**src/rtl/core/hbd_pkg.sv**
```systemverilog
`default_nettype none

package hbd_pkg;

  localparam logic [3:0] MONTH_JAN = 4'd1;
  localparam logic [3:0] MONTH_FEB = 4'd2;
  localparam logic [3:0] MONTH_APR = 4'd4;
  localparam logic [3:0] MONTH_JUN = 4'd6;
  localparam logic [3:0] MONTH_SEP = 4'd9;
  localparam logic [3:0] MONTH_NOV = 4'd11;
  localparam logic [3:0] MONTH_DEC = 4'd12;

  localparam logic [4:0] DAYS_LONG  = 5'd31;
  localparam logic [4:0] DAYS_SHORT = 5'd30;
  localparam logic [4:0] DAYS_FEB_LEAP = 5'd29;
  localparam logic [4:0] DAYS_FEB = 5'd28;

  // 25 * INV25 == 1 modulo 2**14. A 14-bit year is a multiple of 25 exactly
  // when year * INV25 (mod 2**14) does not exceed (2**14 - 1) / 25.
  localparam logic [13:0] INV25     = 14'd7209;
  localparam logic [13:0] DIV25_MAX = 14'd655;

  typedef struct packed {
    logic load;   // capture a new input beat
    logic step;   // add the current month and advance one month
    logic store;  // write the finished result into the output register
  } hbd_cmd_t;

  typedef struct packed {
    logic done;   // the walk has reached the end month
    logic err;    // year gap or month order is out of range
  } hbd_sts_t;

  // Leap years follow the 400/100/4 rule; 100 and 400 are tested as
  // divisibility by 25 together with divisibility by 4 and 16.
  function automatic logic leap_year(input logic [13:0] year);
    logic [13:0] prod;
    logic        div25;
    prod  = year * INV25;
    div25 = (prod <= DIV25_MAX);
    return (year[1:0] == 2'd0) && (!div25 || (year[3:0] == 4'd0));
  endfunction

  function automatic logic [4:0] month_len(input logic [3:0] month, input logic leap);
    logic [4:0] len;
    case (month) inside
      MONTH_APR, MONTH_JUN, MONTH_SEP, MONTH_NOV: len = DAYS_SHORT;
      MONTH_FEB: len = leap ? DAYS_FEB_LEAP : DAYS_FEB;
      default: len = DAYS_LONG;
    endcase
    return len;
  endfunction

  function automatic logic [3:0] clamp_month(input logic [3:0] month);
    logic [3:0] m;
    if (month < MONTH_JAN) begin
      m = MONTH_JAN;
    end else if (month > MONTH_DEC) begin
      m = MONTH_DEC;
    end else begin
      m = month;
    end
    return m;
  endfunction

endpackage

`default_nettype wire

```
**src/rtl/core/hbd_datapath.sv**
```systemverilog
`default_nettype none

module hbd_datapath (
  input  wire logic             clk,
  input  wire hbd_pkg::hbd_cmd_t cmd,
  output hbd_pkg::hbd_sts_t     sts,
  input  wire logic [13:0]      from_year,
  input  wire logic [3:0]       from_month,
  input  wire logic [4:0]       from_day,
  input  wire logic [4:0]       from_hour,
  input  wire logic [13:0]      to_year,
  input  wire logic [3:0]       to_month,
  input  wire logic [4:0]       to_day,
  input  wire logic [4:0]       to_hour,
  output logic      [14:0]      hours,
  output logic                  range_error
);
  import hbd_pkg::*;

  logic [3:0]  month;
  logic [13:0] year;
  logic [3:0]  end_month;
  logic [13:0] end_year;
  logic [4:0]  start_day;
  logic [4:0]  end_day;
  logic [4:0]  start_hour;
  logic [4:0]  end_hour;
  logic [9:0]  days;
  logic        err;

  logic [3:0]  from_month_c;
  logic [3:0]  to_month_c;
  logic [14:0] year_after;
  logic        err_in;
  logic [4:0]  cur_len;
  logic signed [10:0] day_total;
  logic signed [15:0] day_ext;
  logic signed [15:0] total;
  logic        fail;

  assign from_month_c = clamp_month(from_month);
  assign to_month_c   = clamp_month(to_month);
  assign year_after   = {1'b0, from_year} + 15'd1;

  always_comb begin
    if (to_year == from_year) begin
      err_in = (to_month_c < from_month_c);
    end else begin
      err_in = ({1'b0, to_year} != year_after);
    end
  end

  assign cur_len = month_len(month, leap_year(year));

  assign sts.done = (month == end_month) && (year == end_year);
  assign sts.err  = err;

  // Hours = (walked month days + end day - start day) * 24 + end hour - start hour.
  assign day_total = $signed({1'b0, days}) + $signed({6'b0, end_day})
                   - $signed({6'b0, start_day});
  assign day_ext   = {{5{day_total[10]}}, day_total};
  assign total     = (day_ext <<< 4) + (day_ext <<< 3)
                   + $signed({11'b0, end_hour}) - $signed({11'b0, start_hour});
  assign fail      = err || total[15];

  always_ff @(posedge clk) begin
    if (cmd.load) begin
      month      <= from_month_c;
      year       <= from_year;
      end_month  <= to_month_c;
      end_year   <= to_year;
      start_day  <= from_day;
      end_day    <= to_day;
      start_hour <= from_hour;
      end_hour   <= to_hour;
      days       <= 10'd0;
      err        <= err_in;
    end else if (cmd.step) begin
      days <= days + {5'b0, cur_len};
      if (month >= MONTH_DEC) begin
        month <= MONTH_JAN;
        year  <= year + 14'd1;
      end else begin
        month <= month + 4'd1;
      end
    end
    if (cmd.store) begin
      hours       <= fail ? 15'd0 : total[14:0];
      range_error <= fail;
    end
  end

endmodule

`default_nettype wire

```
**src/rtl/core/hbd_ctrl.sv**
```systemverilog
`default_nettype none

module hbd_ctrl (
  input  wire logic              clk,
  input  wire logic              rst,
  input  wire logic              in_valid,
  output logic                   in_ready,
  output logic                   out_valid,
  input  wire logic              out_ready,
  output hbd_pkg::hbd_cmd_t      cmd,
  input  wire hbd_pkg::hbd_sts_t sts
);
  import hbd_pkg::*;

  typedef enum logic [2:0] {
    ST_IDLE = 3'b001,
    ST_WALK = 3'b010,
    ST_FIN  = 3'b100
  } state_t;

  state_t state;
  state_t state_next;
  logic   out_valid_next;

  assign in_ready = (state == ST_IDLE);

  always_comb begin
    state_next = state;
    cmd        = '0;
    case (state)
      ST_IDLE: begin
        if (in_valid) begin
          cmd.load   = 1'b1;
          state_next = ST_WALK;
        end
      end
      ST_WALK: begin
        if (sts.err || sts.done) begin
          state_next = ST_FIN;
        end else begin
          cmd.step = 1'b1;
        end
      end
      ST_FIN: begin
        if (!out_valid || out_ready) begin
          cmd.store  = 1'b1;
          state_next = ST_IDLE;
        end
      end
      default: begin
        state_next = ST_IDLE;
      end
    endcase
  end

  always_comb begin
    if (cmd.store) begin
      out_valid_next = 1'b1;
    end else if (out_ready) begin
      out_valid_next = 1'b0;
    end else begin
      out_valid_next = out_valid;
    end
  end

  always_ff @(posedge clk) begin
    if (rst) begin
      state     <= ST_IDLE;
      out_valid <= 1'b0;
    end else begin
      state     <= state_next;
      out_valid <= out_valid_next;
    end
  end

endmodule

`default_nettype wire

```
**src/rtl/core/hours_between_dates_top.sv**
```systemverilog
// Sequence: an accepted input beat is loaded, then the month walk steps over the n
// whole months between the dates (0 to 23), adding one month length per cycle
// through a single adder; a rejected date pair skips the walk. The finish state then
// stores the result once the output register is free, and the controller returns
// to idle, so a new input beat is taken only after the previous result is stored.
// Reset: rst is synchronous and active high; it returns the controller to idle and
// drops out_valid. The datapath registers carry no reset.
`default_nettype none

module hours_between_dates_top (
  input  wire logic        clk,
  input  wire logic        rst,
  input  wire logic        in_valid,
  output logic             in_ready,
  input  wire logic [13:0] from_year,
  input  wire logic [3:0]  from_month,
  input  wire logic [4:0]  from_day,
  input  wire logic [4:0]  from_hour,
  input  wire logic [13:0] to_year,
  input  wire logic [3:0]  to_month,
  input  wire logic [4:0]  to_day,
  input  wire logic [4:0]  to_hour,
  output logic             out_valid,
  input  wire logic        out_ready,
  output logic [14:0]      hours,
  output logic             range_error
);
  import hbd_pkg::*;

  // The controller sequences one date pair at a time. On an input beat the
  // datapath captures both dates, clamps the months into January..December and
  // decides at once whether the pair is out of range (year gap other than zero
  // or one, or an end month before the start month within one year).
  hbd_cmd_t cmd;
  hbd_sts_t sts;

  hbd_ctrl u_ctrl (
    .clk       (clk),
    .rst       (rst),
    .in_valid  (in_valid),
    .in_ready  (in_ready),
    .out_valid (out_valid),
    .out_ready (out_ready),
    .cmd       (cmd),
    .sts       (sts)
  );

  // The datapath then walks from the start month to the end month, adding one
  // Gregorian month length per cycle and wrapping from December into January
  // of the next year so that February is judged on the right year. When the
  // walk ends, the hour total is formed with shifts and adds; a negative total
  // also counts as a range error, and an error result carries zero hours.
  // The result lands in an output register, so a finished beat may wait for
  // out_ready while the block already takes the next input beat.
  hbd_datapath u_dp (
    .clk         (clk),
    .cmd         (cmd),
    .sts         (sts),
    .from_year   (from_year),
    .from_month  (from_month),
    .from_day    (from_day),
    .from_hour   (from_hour),
    .to_year     (to_year),
    .to_month    (to_month),
    .to_day      (to_day),
    .to_hour     (to_hour),
    .hours       (hours),
    .range_error (range_error)
  );

endmodule

`default_nettype wire

```
**config.mk**
```make
export PLATFORM = sky130hd
export DESIGN_NAME = hours_between_dates_top
export DESIGN_NICKNAME = d
export VERILOG_FILES = /design/src/rtl/core/hbd_pkg.sv /design/src/rtl/core/hbd_datapath.sv /design/src/rtl/core/hbd_ctrl.sv /design/src/rtl/core/hours_between_dates_top.sv
export SDC_FILE = /design/constraint.sdc
export NUM_CORES = 1
export LEC_CHECK = 0
export BUFFER_PORTS_ARGS = -buffer_cell sky130_fd_sc_hd__buf_2
export CORE_MARGIN = 10
export CORE_UTILIZATION = 55
export DETAILED_ROUTE_END_ITERATION = 12
export GPL_TIMING_DRIVEN = 0
export MAX_ROUTING_LAYER = met4
export PLACE_DENSITY = 0.77
export RECOVER_POWER = 25
export SLEW_MARGIN = 20
export SYNTH_ARGS = -nofsm -noshare
export SYNTH_HDL_FRONTEND = slang
export SYNTH_SLANG_ARGS = --single-unit
```
**constraint.sdc**
```tcl
create_clock -name clk -period 4.6 [get_ports clk]
set_input_delay 1.38 -clock clk [delete_from_list [all_inputs] [get_ports clk]]
set_output_delay 1.38 -clock clk [all_outputs]
set_load 0.02 [all_outputs]
```
==> key figures, run 1 <==
STA
  – Unrepaired setup endpoints after global routing: true
  – Final Skew: 0.0127 ns
  – Slew headroom: 0.436
  – Hold Vio Cnt, Final: 0
  – Fin crit share: 1.08
  – Min Clock Period, post-route: 4.95 ns
  – Final Slew Violations: 0
  – Worst Max-Slew Pin Slew: 0.845 ns
  – Fmax: 0.202 GHz
  – Setup ws final: -0.347 ns
  – Final Setup Violations: 24

Setup path
  – Critical path endpoint: u_dp.hours[11]$_SDFFCE_PP0P_
  – Crit path kind: flop to flop
  – R2R setup slack: -0.35 ns
  – Worst r2r path cells: 21
  – Worst R2R Start: u_dp.days[2]$_SDFFE_PP0P_
  – Critical Path AT: 5.06 ns
  – Reg-to-reg endpoint: u_dp.hours[11]$_SDFFCE_PP0P_
  – Largest fanout on the critical path: 5
  – Worst setup SP type: flop
  – Crit path required time: 4.71 ns
  – Critical Path End Type: flop
  – Worst Setup SP: u_dp.days[2]$_SDFFE_PP0P_

Power
  – Switching part of the total power: 0.401
  – Net Sw Power: 1.71 mW
  – Power Dens Cells: 493 nW/um^2
  – Peak VDD IR: 0.321 mV
  – Int Pwr: 2.55 mW
  – Clock power share: 0.189
  – Static Leak: 3.76 nW
  – Seq pwr share: 0.225
  – Comb pwr share: 0.586

Logic synthesis
  – Yosys reg bits: 87
  – Main synth FF type: edfxtp_1
  – Synth Cell Area: 7260 um^2
  – Cell variety after synth: 64
  – EDFF count, synth: 73
  – Synth area leaders: edfxtp_1 30%, ha_1 18%, inv_1 5.8%
  – Count leader, synth: inv_1
  – Synth Net Count: 926
  – Top cells by count, synth: 113 x inv_1, 102 x ha_1, 73 x edfxtp_1, 51 x nand2_1, 48 x xor2_1
  – Cell taking the most area after synthesis: edfxtp_1
  – Sequential-to-total area share from yosys stat: 0.341
  – Cells after Synth: 743
  – Syn Area/Cell: 9.77 um^2
  – Yosys warnings: 0
  – Synth top area share: 0.302
  – Async SR Flop Fraction: 0

Routing
  – Post-DRT Antenna Nets: 0
  – Drt total wl: 18100 um
  – Drt wl/cell: 17.5 um
  – Via/cell ratio: 5.63
  – Via count: 5812
  – # DRC: 0
  – DRT iter0 DRCs: 403
  – TritonRoute pass-1 iters: 5

Die
  – FP Rows: 41
  – Width of the die: 135 um
  – Die Y: 135 um
  – Io pins: 78
  – Starting Density: 0.568
  – Die area: 18200 um^2
  – Core footprint: 12800 um^2

Clock tree
  – Clk root buf: clkbuf_16
  – Clock transition at the registers of the reported paths: 0.07 ns
  – Skew-Pair Late Insertion Delay: 0.36 ns
  – CTS tree: yes
  – Post-CTS Hold Fix Bufs: 0
  – H-tree Lvls: 3
  – Clock Path Buffers: 2
  – Num Clock Sinks: 87
  – CTS Buf Count: 9

GRT
  – Initial antenna violation count: 0
  – Total GRT Usage: 0.205
  – Largest net degree at the start of global routing: 49
  – Grt ovf: 0
  – First-pass GRT wire length: 29400 um
  – Vias in the first global route: 6018

Placed design
  – RD Place Congestion: 0.885
  – HPWL reported at the end of detailed placement: 13800 um
  – DP Cell Count: 988
  – Port buffer count: 73
  – Setup Slack @ Placement: -0.503 ns

Finish
  – Nets@finish: 1039
  – Fin cells: 1033
  – Share of post-route cells with drive strength above 1: 0.208
  – ANT cells: 0
  – P&R area growth vs syn: 19.3%
  – Fill cells: 979

Worst hold path
  – HP Class: flop to flop

Outcome
  – Status: finished, violations left
  – Violated checks: setup timing

Job
  – Max Cap Violations: 0
stage by stage:
| stage | hold WS (ns) | power (mW) | TNS, ns | util | cell area [um^2] |
|---|---|---|---|---|---|
| after floorplan | 0.452 | 2.71 | -0.752 | - | 7360 |
| after global placement | 0.459 | 3.05 | -7.61 | 0.622 | 7950 |
| after detailed placement | 0.472 | 3.15 | -10.12 | 0.623 | 7950 |
| after CTS | 0.481 | 4.12 | -5.27 | 0.670 | 8550 |
| after global routing | 0.504 | 4.60 | -10.85 | 0.678 | 8660 |
| final | 0.481 | 4.27 | -6.36 | 0.678 | 8660 |
cells in the final DEF (no fill, tap or decap), types with 18 or more instances in the layout:
cell / synthesis / final
inv_1: 113 / 105
ha_1: 102 / 91
edfxtp_1: 73 / 73
buf_2: 4 / 61
nand2_1: 51 / 50
xor2_1: 48 / 48
xnor2_1: 39 / 38
o21ai_0: 38 / 32
nor2_1: 38 / 31
clkbuf_1: 11 / 27
buf_4: 1 / 26
a21oi_1: 26 / 18
fa_1: 21 / 18
timing repair:
action,4_1_cts,5_1_grt
pin swaps,23,12
cloned,1,0
gates resized for setup,27,18
hold endpoints to repair,0,0
setup buffers,21,8
setup endpoints to repair,25,25
worst max-delay path: stages (launching register included):
cell and delay [ns]:
dfxtp_2 0.36, inv_2 0.07, fa_1 0.54, inv_1 0.08, ha_4 0.27, a21o_1 0.21
a21oi_2 0.19, buf_4 0.14, buf_4 0.09, buf_4 0.10, xor2_1 0.25, ha_1 0.19
inv_1 0.04, ha_1 0.28, ha_2 0.33, a21oi_2 0.20, o21ai_2 0.10, or3b_4 0.37
a22oi_2 0.24, mux2i_4 0.41, buf_6 0.19, nor2_1 0.05
power by group through the flow:
stage / clock network (mW) / registers [mW] / logic (mW)
final: 0.806 / 0.961 / 2.50
after global routing: 0.842 / 0.966 / 2.79
after CTS: 0.811 / 0.960 / 2.35
after detailed placement: 0 / 0.989 / 2.16
after global placement: 0 / 0.987 / 2.06
after floorplan: 0 / 0.972 / 1.74
worst min-delay path by stage:
stage                                       start                       endpoint  slack (ns)  cells past startpoint
floorplan               u_dp.days[1]$_SDFFE_PP0P_      u_dp.days[1]$_SDFFE_PP0P_        0.45                      2
global placement        u_dp.days[1]$_SDFFE_PP0P_      u_dp.days[1]$_SDFFE_PP0P_        0.46                      2
detailed placement  u_ctrl.out_valid$_SDFFE_PP0P_  u_ctrl.out_valid$_SDFFE_PP0P_        0.47                      2
CTS                     u_dp.days[2]$_SDFFE_PP0P_      u_dp.days[2]$_SDFFE_PP0P_        0.48                      1
global route            u_dp.days[2]$_SDFFE_PP0P_      u_dp.days[2]$_SDFFE_PP0P_        0.50                      1
finish                  u_dp.days[2]$_SDFFE_PP0P_      u_dp.days[2]$_SDFFE_PP0P_        0.48                      1
final cells by class:
type,count,area [um^2],share of cell area
timing repair buffer,102,578,0.0668
multi-input combinational,524,4550,0.525
inverter,113,424,0.0490
sequential,87,2470,0.286
buffer,19,100,0.0116
tap,172,215,0.0249
clock inverter,6,90.1,0.0104
clock buffer,10,229,0.0264
routing by layer:
layer  up-vias  part of all wire  global-route usage
met1      2843              0.44               0.248
met5         -                 0                   -
li1       2812                 -                   -
met2       139              0.51               0.351
met4         0             0.012              0.0532
met3        18             0.037              0.0300
registers in the layout (all words and copies together), names as in the netlist, 4 cells and up:
name,cells
u_dp.start_hour,5
u_dp.end_month,4
u_dp.end_year,14
u_dp.end_hour,5
u_dp.hours,15
u_dp.end_day,5
u_dp.days,10
u_dp.year,14
u_dp.start_day,5
u_dp.month,4
kinds of logic after synthesis:
group                      Yosys count  share of synthesized area
buffers and inverters              132                     0.0717
adders and majority gates          123                      0.234
AOI/OAI and AO/OA                  133                      0.121
and+or+nand+nor                    175                      0.119
xor gates and xnor gates            87                      0.105
DFF                                 87                      0.341
muxes                                6                    0.00879
(Power assumes the default switching activity.)
==> run 2, diff against run 1 <==
- ABC_AREA: not set -> 1
- SYNTH_HIERARCHICAL: not set -> 1
- clock period: 4.6 -> 4.4 ns (I/O delays scaled with it)
==> run 2 against run 1 <==
The run still ends with setup timing left. Wire length is 7.8% lower. Core utilization rose by 0.24 points. Total power rose by 52%. Area after synthesis up 2.2%. Largest cell class unchanged.
==> key figures, run 2 <==
Outcome
  – Status: finished, violations left
  – Violated checks: setup timing

Die
  – Io pins: 78 (unchanged)
  – FP Rows: 42 (+2.4%)
  – Die Y: 136 um (+0.93%)
  – Starting Density: 0.560 (-0.00804)
  – Core footprint: 13200 um^2 (+3.7%)
  – Width of the die: 136 um (+0.93%)
  – Die area: 18500 um^2 (+1.9%)

Logic synthesis
  – Cells after Synth: 862 (+16%)
  – Top cells by count, synth: 166 x inv_1, 152 x nand2_1, 102 x ha_1, 73 x edfxtp_1, 59 x nor2_1
  – Synth Cell Area: 7420 um^2 (+2.2%)
  – Syn Area/Cell: 8.60 um^2 (-12%)
  – Synth top area share: 0.296 (-0.00652)
  – Main synth FF type: edfxtp_1
  – Cell taking the most area after synthesis: edfxtp_1
  – Yosys reg bits: 87 (unchanged)
  – Synth Net Count: 1045 (+13%)
  – Count leader, synth: inv_1
  – Sequential-to-total area share from yosys stat: 0.333 (-0.00736)
  – Cell variety after synth: 46 (-28%)
  – Yosys warnings: 6 (+6)
  – Synth area leaders: edfxtp_1 30%, ha_1 17%, inv_1 8.4%
  – Async SR Flop Fraction: 0 (unchanged)
  – EDFF count, synth: 73 (unchanged)

STA
  – Setup ws final: -0.364 ns (-0.0170 ns)
  – Final Setup Violations: 9 (-63%)
  – Unrepaired setup endpoints after global routing: true
  – Hold Vio Cnt, Final: 0 (unchanged)
  – Fmax: 0.210 GHz (+3.8%)
  – Worst Max-Slew Pin Slew: 0.739 ns (-0.106 ns)
  – Min Clock Period, post-route: 4.76 ns (-0.183 ns)
  – Fin crit share: 1.08 (+0.00730)
  – Final Skew: 0.00704 ns (-0.00570 ns)
  – Final Slew Violations: 0 (unchanged)
  – Slew headroom: 0.507 (+0.0715)

Finish
  – Biggest regs: u_dp/hours (15), u_dp/end_year (14), u_dp/year (14)
  – Post-route cell area: 9010 um^2 (+4.0%)
  – Largest Register: u_dp/hours
  – Fin cells: 1162 (+12%)
  – P&R area growth vs syn: 21.5%
  – ANT cells: 0 (unchanged)
  – Max reg flops: 15 (unchanged)
  – Commonest non-fill, non-tap cell in the layout: inv_1
  – Share of post-route cells with drive strength above 1: 0.237 (+0.0294)
  – Final core occ: 0.680 (+0.00244)
  – Fill cells: 1024 (+4.6%)
  – Nets@finish: 1164 (+12%)
  – Most frequent cells in the layout: 150 x inv_1, 139 x nand2_1, 85 x ha_1

Placed design
  – Port buffer count: 77 (+5.5%)
  – RD Place Congestion: 0.863 (-2.5%)
  – Placed Area: 8070 um^2 (+1.5%)
  – HPWL reported at the end of detailed placement: 11800 um (-15%)
  – Setup Slack @ Placement: -0.634 ns (-0.131 ns)
  – DP Cell Count: 1116 (+13%)

Routing
  – Drt wl/cell: 14.3 um (-18%)
  – DRT iter0 DRCs: 289 (-28%)
  – # DRC: 0 (unchanged)
  – Post-DRT Antenna Nets: 0 (unchanged)
  – TritonRoute pass-1 iters: 5 (unchanged)
  – Via count: 6036 (+3.9%)
  – Via/cell ratio: 5.19 (-7.7%)
  – Drt total wl: 16600 um (-7.8%)

Setup path
  – Worst Setup SP: u_dp/year[0]$_DFFE_PP_
  – Worst R2R Start: u_dp/year[0]$_DFFE_PP_
  – Crit path required time: 4.68 ns (-0.03 ns)
  – Worst setup SP type: flop
  – Critical Path AT: 5.04 ns (-0.02 ns)
  – Crit path kind: flop to flop
  – R2R setup slack: -0.36 ns (-0.02 ns)
  – Critical Path End Type: flop
  – Reg-to-reg endpoint: u_dp/days[6]$_SDFFE_PP0P_
  – Worst r2r path cells: 24 (+14%)
  – Largest fanout on the critical path: 5 (unchanged)

GRT
  – Total GRT Usage: 0.174 (-0.0310)
  – Grt ovf: 0 (unchanged)
  – Vias in the first global route: 5703 (-5.2%)
  – First-pass GRT wire length: 25800 um (-12%)
  – Initial antenna violation count: 0 (unchanged)
  – Largest net degree at the start of global routing: 23 (-53%)

Clock tree
  – Post-CTS Hold Fix Bufs: 0 (unchanged)
  – Num Clock Sinks: 87 (unchanged)
  – CTS tree: yes
  – Clk root buf: clkbuf_16
  – Clock Path Buffers: 2 (unchanged)
  – CTS Buf Count: 9 (unchanged)
  – H-tree Lvls: 3 (unchanged)
  – Skew-Pair Late Insertion Delay: 0.35 ns (about the same)
  – Clock transition at the registers of the reported paths: 0.07 ns (about the same)

Worst hold path
  – HP Class: flop to flop
  – Worst Hold Path Cells: 2 (+1)
  – Hold Crit Start: u_dp/days[0]$_SDFFE_PP0P_
  – WHS Endpoint: u_dp/days[0]$_SDFFE_PP0P_

Power
  – Power Dens Cells: 720 nW/um^2 (+46%)
  – Peak VDD IR: 0.584 mV (+82%)
  – Static Leak: 4.25 nW (+13%)
  – Overall power: 6.49 mW (+52%)

Job
  – Max Cap Violations: 0 (unchanged)
## run 2: cell count changes in the layout (fill, tap and decap cells not counted), moves of 9 or more
cell     previous run  this run
a21oi_1            18        28
nand2_1            50       139
inv_1             105       150
xor2_1             48        39
nor2_4              0        14
inv_2               8        18
xnor2_1            38        22
nor2_1             31        50
nand3_1            15        33
nand2_2             1        14
## run 2: per-stage QoR
stage	hold slack [ns]	setup TNS, ns
final	0.496	-2.36
after global routing	0.536	-6.54
after CTS	0.502	-2.31
after detailed placement	0.498	-9.39
after global placement	0.494	-10.40
after floorplan	0.458	-0.298
## run 2: layout make-up
class	count	area [um^2]	share of cell area
plain buffers	11	67.6	0.00750
inverters	168	631	0.0700
well taps	176	220	0.0244
clock inverters	7	66.3	0.00736
clock buffers	9	225	0.0250
multi-input cells	595	4670	0.518
repair buffers	109	653	0.0725
flip-flops and latches	87	2480	0.275
## run 2: critical path, stage by stage, from the launching register on
cell      delay, ns
edfxtp_1       0.47
fa_1           0.47
ha_1           0.29
ha_1           0.29
inv_2          0.04
fa_1           0.46
fa_1           0.52
inv_2          0.05
ha_4           0.29
nand2_4        0.05
o21ai_2        0.14
a21oi_2        0.05
nand3b_1       0.17
nand3_2        0.09
nand2_2        0.07
a21oi_2        0.11
ha_2           0.20
inv_2          0.04
fa_2           0.36
nand3_2        0.08
nand3_2        0.07
inv_2          0.08
buf_4          0.11
o21ai_2        0.05
a21oi_1        0.13
## run 2: worst max-delay path by stage
stage | end | slack [ns]
2_1_floorplan | u_dp/days[8]$_SDFFE_PP0P_ | -0.15
5_1_grt | u_dp/days[6]$_SDFFE_PP0P_ | -0.56
3_5_place_dp | u_dp/days[8]$_SDFFE_PP0P_ | -0.63
6_report | u_dp/days[6]$_SDFFE_PP0P_ | -0.36
4_1_cts | u_dp/days[8]$_SDFFE_PP0P_ | -0.42
3_3_place_gp | u_dp/days[8]$_SDFFE_PP0P_ | -0.57
## run 2: logic make-up after synthesis
| group | Yosys count | share of synthesized area |
|---|---|---|
| fa+ha+maj | 123 | 0.229 |
| simple gates | 315 | 0.200 |
| flops | 87 | 0.333 |
| compound gates | 96 | 0.0715 |
| xor+xnor | 61 | 0.0720 |
| buf+inv | 180 | 0.0946 |
## run 2: where the power goes
group	internal [mW]	total, mW	switching, mW
sequential	1.00	1.06	0.0603
combinational	1.95	4.68	2.73
clock	0.395	0.746	0.351
total	3.35	6.49	3.14
## run 2: timing repair
| item | 4_1_cts | 5_1_grt |
|---|---|---|
| pin swaps | 21 | 38 |
| setup endpoints to repair | 26 | 26 |
| gates cloned | 1 | 0 |
| gates resized for setup | 35 | 70 |
| buffers inserted | 14 | 16 |
## run 2: metal layers
layer | part of all wire | global-route usage
met1 | 0.45 | 0.221
met2 | 0.50 | 0.287
met3 | 0.041 | 0.0185
met4 | 0.014 | 0.0533
met5 | 0 | -
==> run 3, diff against run 2 <==
- PLACE_DENSITY: 0.77 -> not set
- PLACE_DENSITY_LB_ADDON: not set -> 0.2
==> run 3 against run 2 <==
The run still ends with setup timing left. Total power decreased by 4.3%. Core utilization decreased by 0.13 points. Clock-buffer cell count stayed put. Sequential share of layout area hardly changed. Setup slack got worse by 0.026 ns. Worst hold slack gained 0.0098 ns. Non-clock buffer count unchanged. Combinational power decreased by 6.0%. Critical path depth unchanged. Critical endpoint is now u_dp/days[8]$_SDFFE_PP0P_.
==> key figures, run 3 (synthesis results as in run 2) <==
Die
  – Core footprint: 13200 um^2 (unchanged)
  – Io pins: 78 (unchanged)
  – Die area: 18500 um^2 (unchanged)
  – FP Rows: 42 (unchanged)
  – Die Y: 136 um (unchanged)
  – Starting Density: 0.560 (unchanged)
  – Width of the die: 136 um (unchanged)

Setup path
  – Critical Path End Type: flop
  – Critical Path AT: 5.03 ns (about the same)
  – Delay-heaviest family, CP: adder cells
  – CP max stage cell: fa_1
  – CP bufs+invs: 4 (-1)
  – Crit-path cells: fa_1 -> ha_4 -> ha_4 -> inv_2 -> fa_1 -> fa_1 -> inv_2 -> ha_4 -> nand2_4 -> o21ai_2 -> a21oi_2 -> nand3b_1 -> nand3_2 -> nand2_2 -> a21oi_2 -> ha_2 -> inv_2 -> fa_2 -> nand3_2 -> nand3_2 -> inv_2 -> nand2_2 -> o21ai_2 -> a21oi_1
  – Largest fanout on the critical path: 3 (-2)
  – Worst setup SP type: flop
  – Crit path kind: flop to flop
  – Crit path required time: 4.64 ns (-0.04 ns)
  – Critical Path Max Stage Delay: 0.60 ns (+0.08 ns)
  – Cell mode on critical path: inv_2

Placed design
  – RD Place Congestion: 0.868 (+0.54%)
  – Port buffer count: 77 (unchanged)
  – Setup Slack @ Placement: -0.587 ns (+0.0464 ns)
  – HPWL reported at the end of detailed placement: 12000 um (+1.9%)
  – DP Cell Count: 1116 (unchanged)

GRT
  – Initial antenna violation count: 0 (unchanged)
  – Total GRT Usage: 0.174 (about the same)
  – Largest net degree at the start of global routing: 24 (+4.3%)
  – Vias in the first global route: 5766 (+1.1%)
  – First-pass GRT wire length: 25800 um (unchanged)
  – Grt ovf: 0 (unchanged)

Clock tree
  – H-tree Lvls: 3 (unchanged)
  – Num Clock Sinks: 87 (unchanged)
  – CTS tree: yes
  – Post-CTS Hold Fix Bufs: 0 (unchanged)
  – CTS Buf Count: 9 (unchanged)
  – Skew-Pair Late Insertion Delay: 0.35 ns (about the same)
  – Clock Path Buffers: 2 (unchanged)
  – Clock transition at the registers of the reported paths: 0.07 ns (about the same)
  – Clk root buf: clkbuf_16

Finish
  – ANT cells: 0 (unchanged)
  – P&R area growth vs syn: 21.2%
  – Share of post-route cells with drive strength above 1: 0.226 (-0.0112)
  – Nets@finish: 1164 (unchanged)
  – Max reg flops: 15 (unchanged)
  – Fin cells: 1162 (unchanged)
  – Most frequent cells in the layout: 155 x inv_1, 144 x nand2_1, 84 x ha_1
  – Biggest regs: u_dp/hours (15), u_dp/end_year (14), u_dp/year (14)
  – Commonest non-fill, non-tap cell in the layout: inv_1
  – Largest Register: u_dp/hours

Outcome
  – Violated checks: setup timing
  – Status: finished, violations left

Routing
  – # DRC: 0 (unchanged)
  – Drt wl/cell: 13.8 um (-3.7%)
  – Via/cell ratio: 5.09 (-1.9%)
  – DRT iter0 DRCs: 269 (-6.9%)
  – Drt total wl: 16000 um (-3.7%)
  – TritonRoute pass-1 iters: 5 (unchanged)
  – Via count: 5919 (-1.9%)
  – Post-DRT Antenna Nets: 0 (unchanged)

Power
  – Power Dens Cells: 690 nW/um^2 (-4.1%)
  – Static Leak: 4.25 nW (-0.14%)
  – Peak VDD IR: 0.460 mV (-21%)

Worst hold path
  – HP Class: flop to flop

STA
  – Final Skew: 0.00975 ns (+0.00271 ns)
  – Final Slew Violations: 0 (unchanged)
  – Fin crit share: 1.09 (+0.00582)
  – Worst Max-Slew Pin Slew: 0.734 ns (-0.00508 ns)
  – Final Setup Violations: 9 (unchanged)
  – Fmax: 0.209 GHz (-0.53%)
  – Min Clock Period, post-route: 4.79 ns (+0.0256 ns)
  – Slew headroom: 0.511 (+0.00338)
  – Unrepaired setup endpoints after global routing: true
  – Hold Vio Cnt, Final: 0 (unchanged)
  – Setup ws final: -0.390 ns (-0.0256 ns)

Job
  – Max Cap Violations: 0 (unchanged)
## run 3: cell counts in the layout (fill, tap and decap cells not counted)
Identical to the previous run, type by type.
## run 3: worst paths after layout
check                                                from                   endpoint  slack (ns)  cells past startpoint
worst max register to register     u_dp/year[2]$_DFFE_PP_  u_dp/days[8]$_SDFFE_PP0P_       -0.39                     24
worst max-delay path               u_dp/year[2]$_DFFE_PP_  u_dp/days[8]$_SDFFE_PP0P_       -0.39                     24
worst min-delay path            u_dp/days[0]$_SDFFE_PP0P_  u_dp/days[0]$_SDFFE_PP0P_        0.51                      2
worst min register to register  u_dp/days[0]$_SDFFE_PP0P_  u_dp/days[0]$_SDFFE_PP0P_        0.51                      2
## run 3: area by class of cell
class | count | area [um^2]
Timing Repair Buffer | 108 | 649
Tap cell | 176 | 220
Fill cell | 1088 | 4250
Multi-Input combinational cell | 595 | 4650
Sequential cell | 87 | 2480
Clock inverter | 7 | 66.3
Buffer | 12 | 71.3
Inverter | 168 | 631
Clock buffer | 9 | 225
## run 3: timing repair
| item | in CTS | in global routing |
|---|---|---|
| pin swaps | 14 | 40 |
| endpoints found under the hold margin | 0 | 0 |
| resized for setup | 37 | 56 |
| cloned | 1 | 0 |
| buffers inserted | 17 | 12 |
| setup endpoints to repair | 26 | 26 |
## run 3: power breakdown
| group | total, mW | switching [mW] | internal, mW |
|---|---|---|---|
| logic | 4.40 | 2.57 | 1.83 |
| registers | 1.06 | 0.0585 | 1.00 |
| clock network | 0.745 | 0.350 | 0.396 |
## run 3: worst reg2reg max path, stage by stage, from the launching register on
cell and delay, ns:
edfxtp_1 0.43, fa_1 0.60, ha_4 0.22, ha_4 0.26, inv_2 0.03, fa_1 0.47, fa_1 0.58, inv_2 0.05
ha_4 0.29, nand2_4 0.05, o21ai_2 0.14, a21oi_2 0.06, nand3b_1 0.18, nand3_2 0.09, nand2_2 0.06, a21oi_2 0.12
ha_2 0.19, inv_2 0.04, fa_2 0.38, nand3_2 0.09, nand3_2 0.06, inv_2 0.08, nand2_2 0.06, o21ai_2 0.13
a21oi_1 0.05
## run 3: per-stage QoR
stage	power [mW]	utilization	setup TNS, ns	hold WS [ns]	instance area (um^2)
global route	6.85	0.679	-6.26	0.543	8990
finish	6.21	0.679	-2.59	0.506	8990
detailed placement	4.68	0.610	-9.45	0.498	8070
floorplan	4.03	-	-0.298	0.458	7430
global placement	4.58	0.607	-11.85	0.492	8040
CTS	5.71	0.654	-2.00	0.509	8660
## run 3: metal layers
metal | vias up | wire, um | global-route usage
li1 | 3050 | - | -
met1 | 2752 | 7490 | 0.221
met2 | 104 | 7880 | 0.285
met3 | 13 | 473 | 0.0262
met4 | 0 | 177 | 0.0450
met5 | - | 0 | -
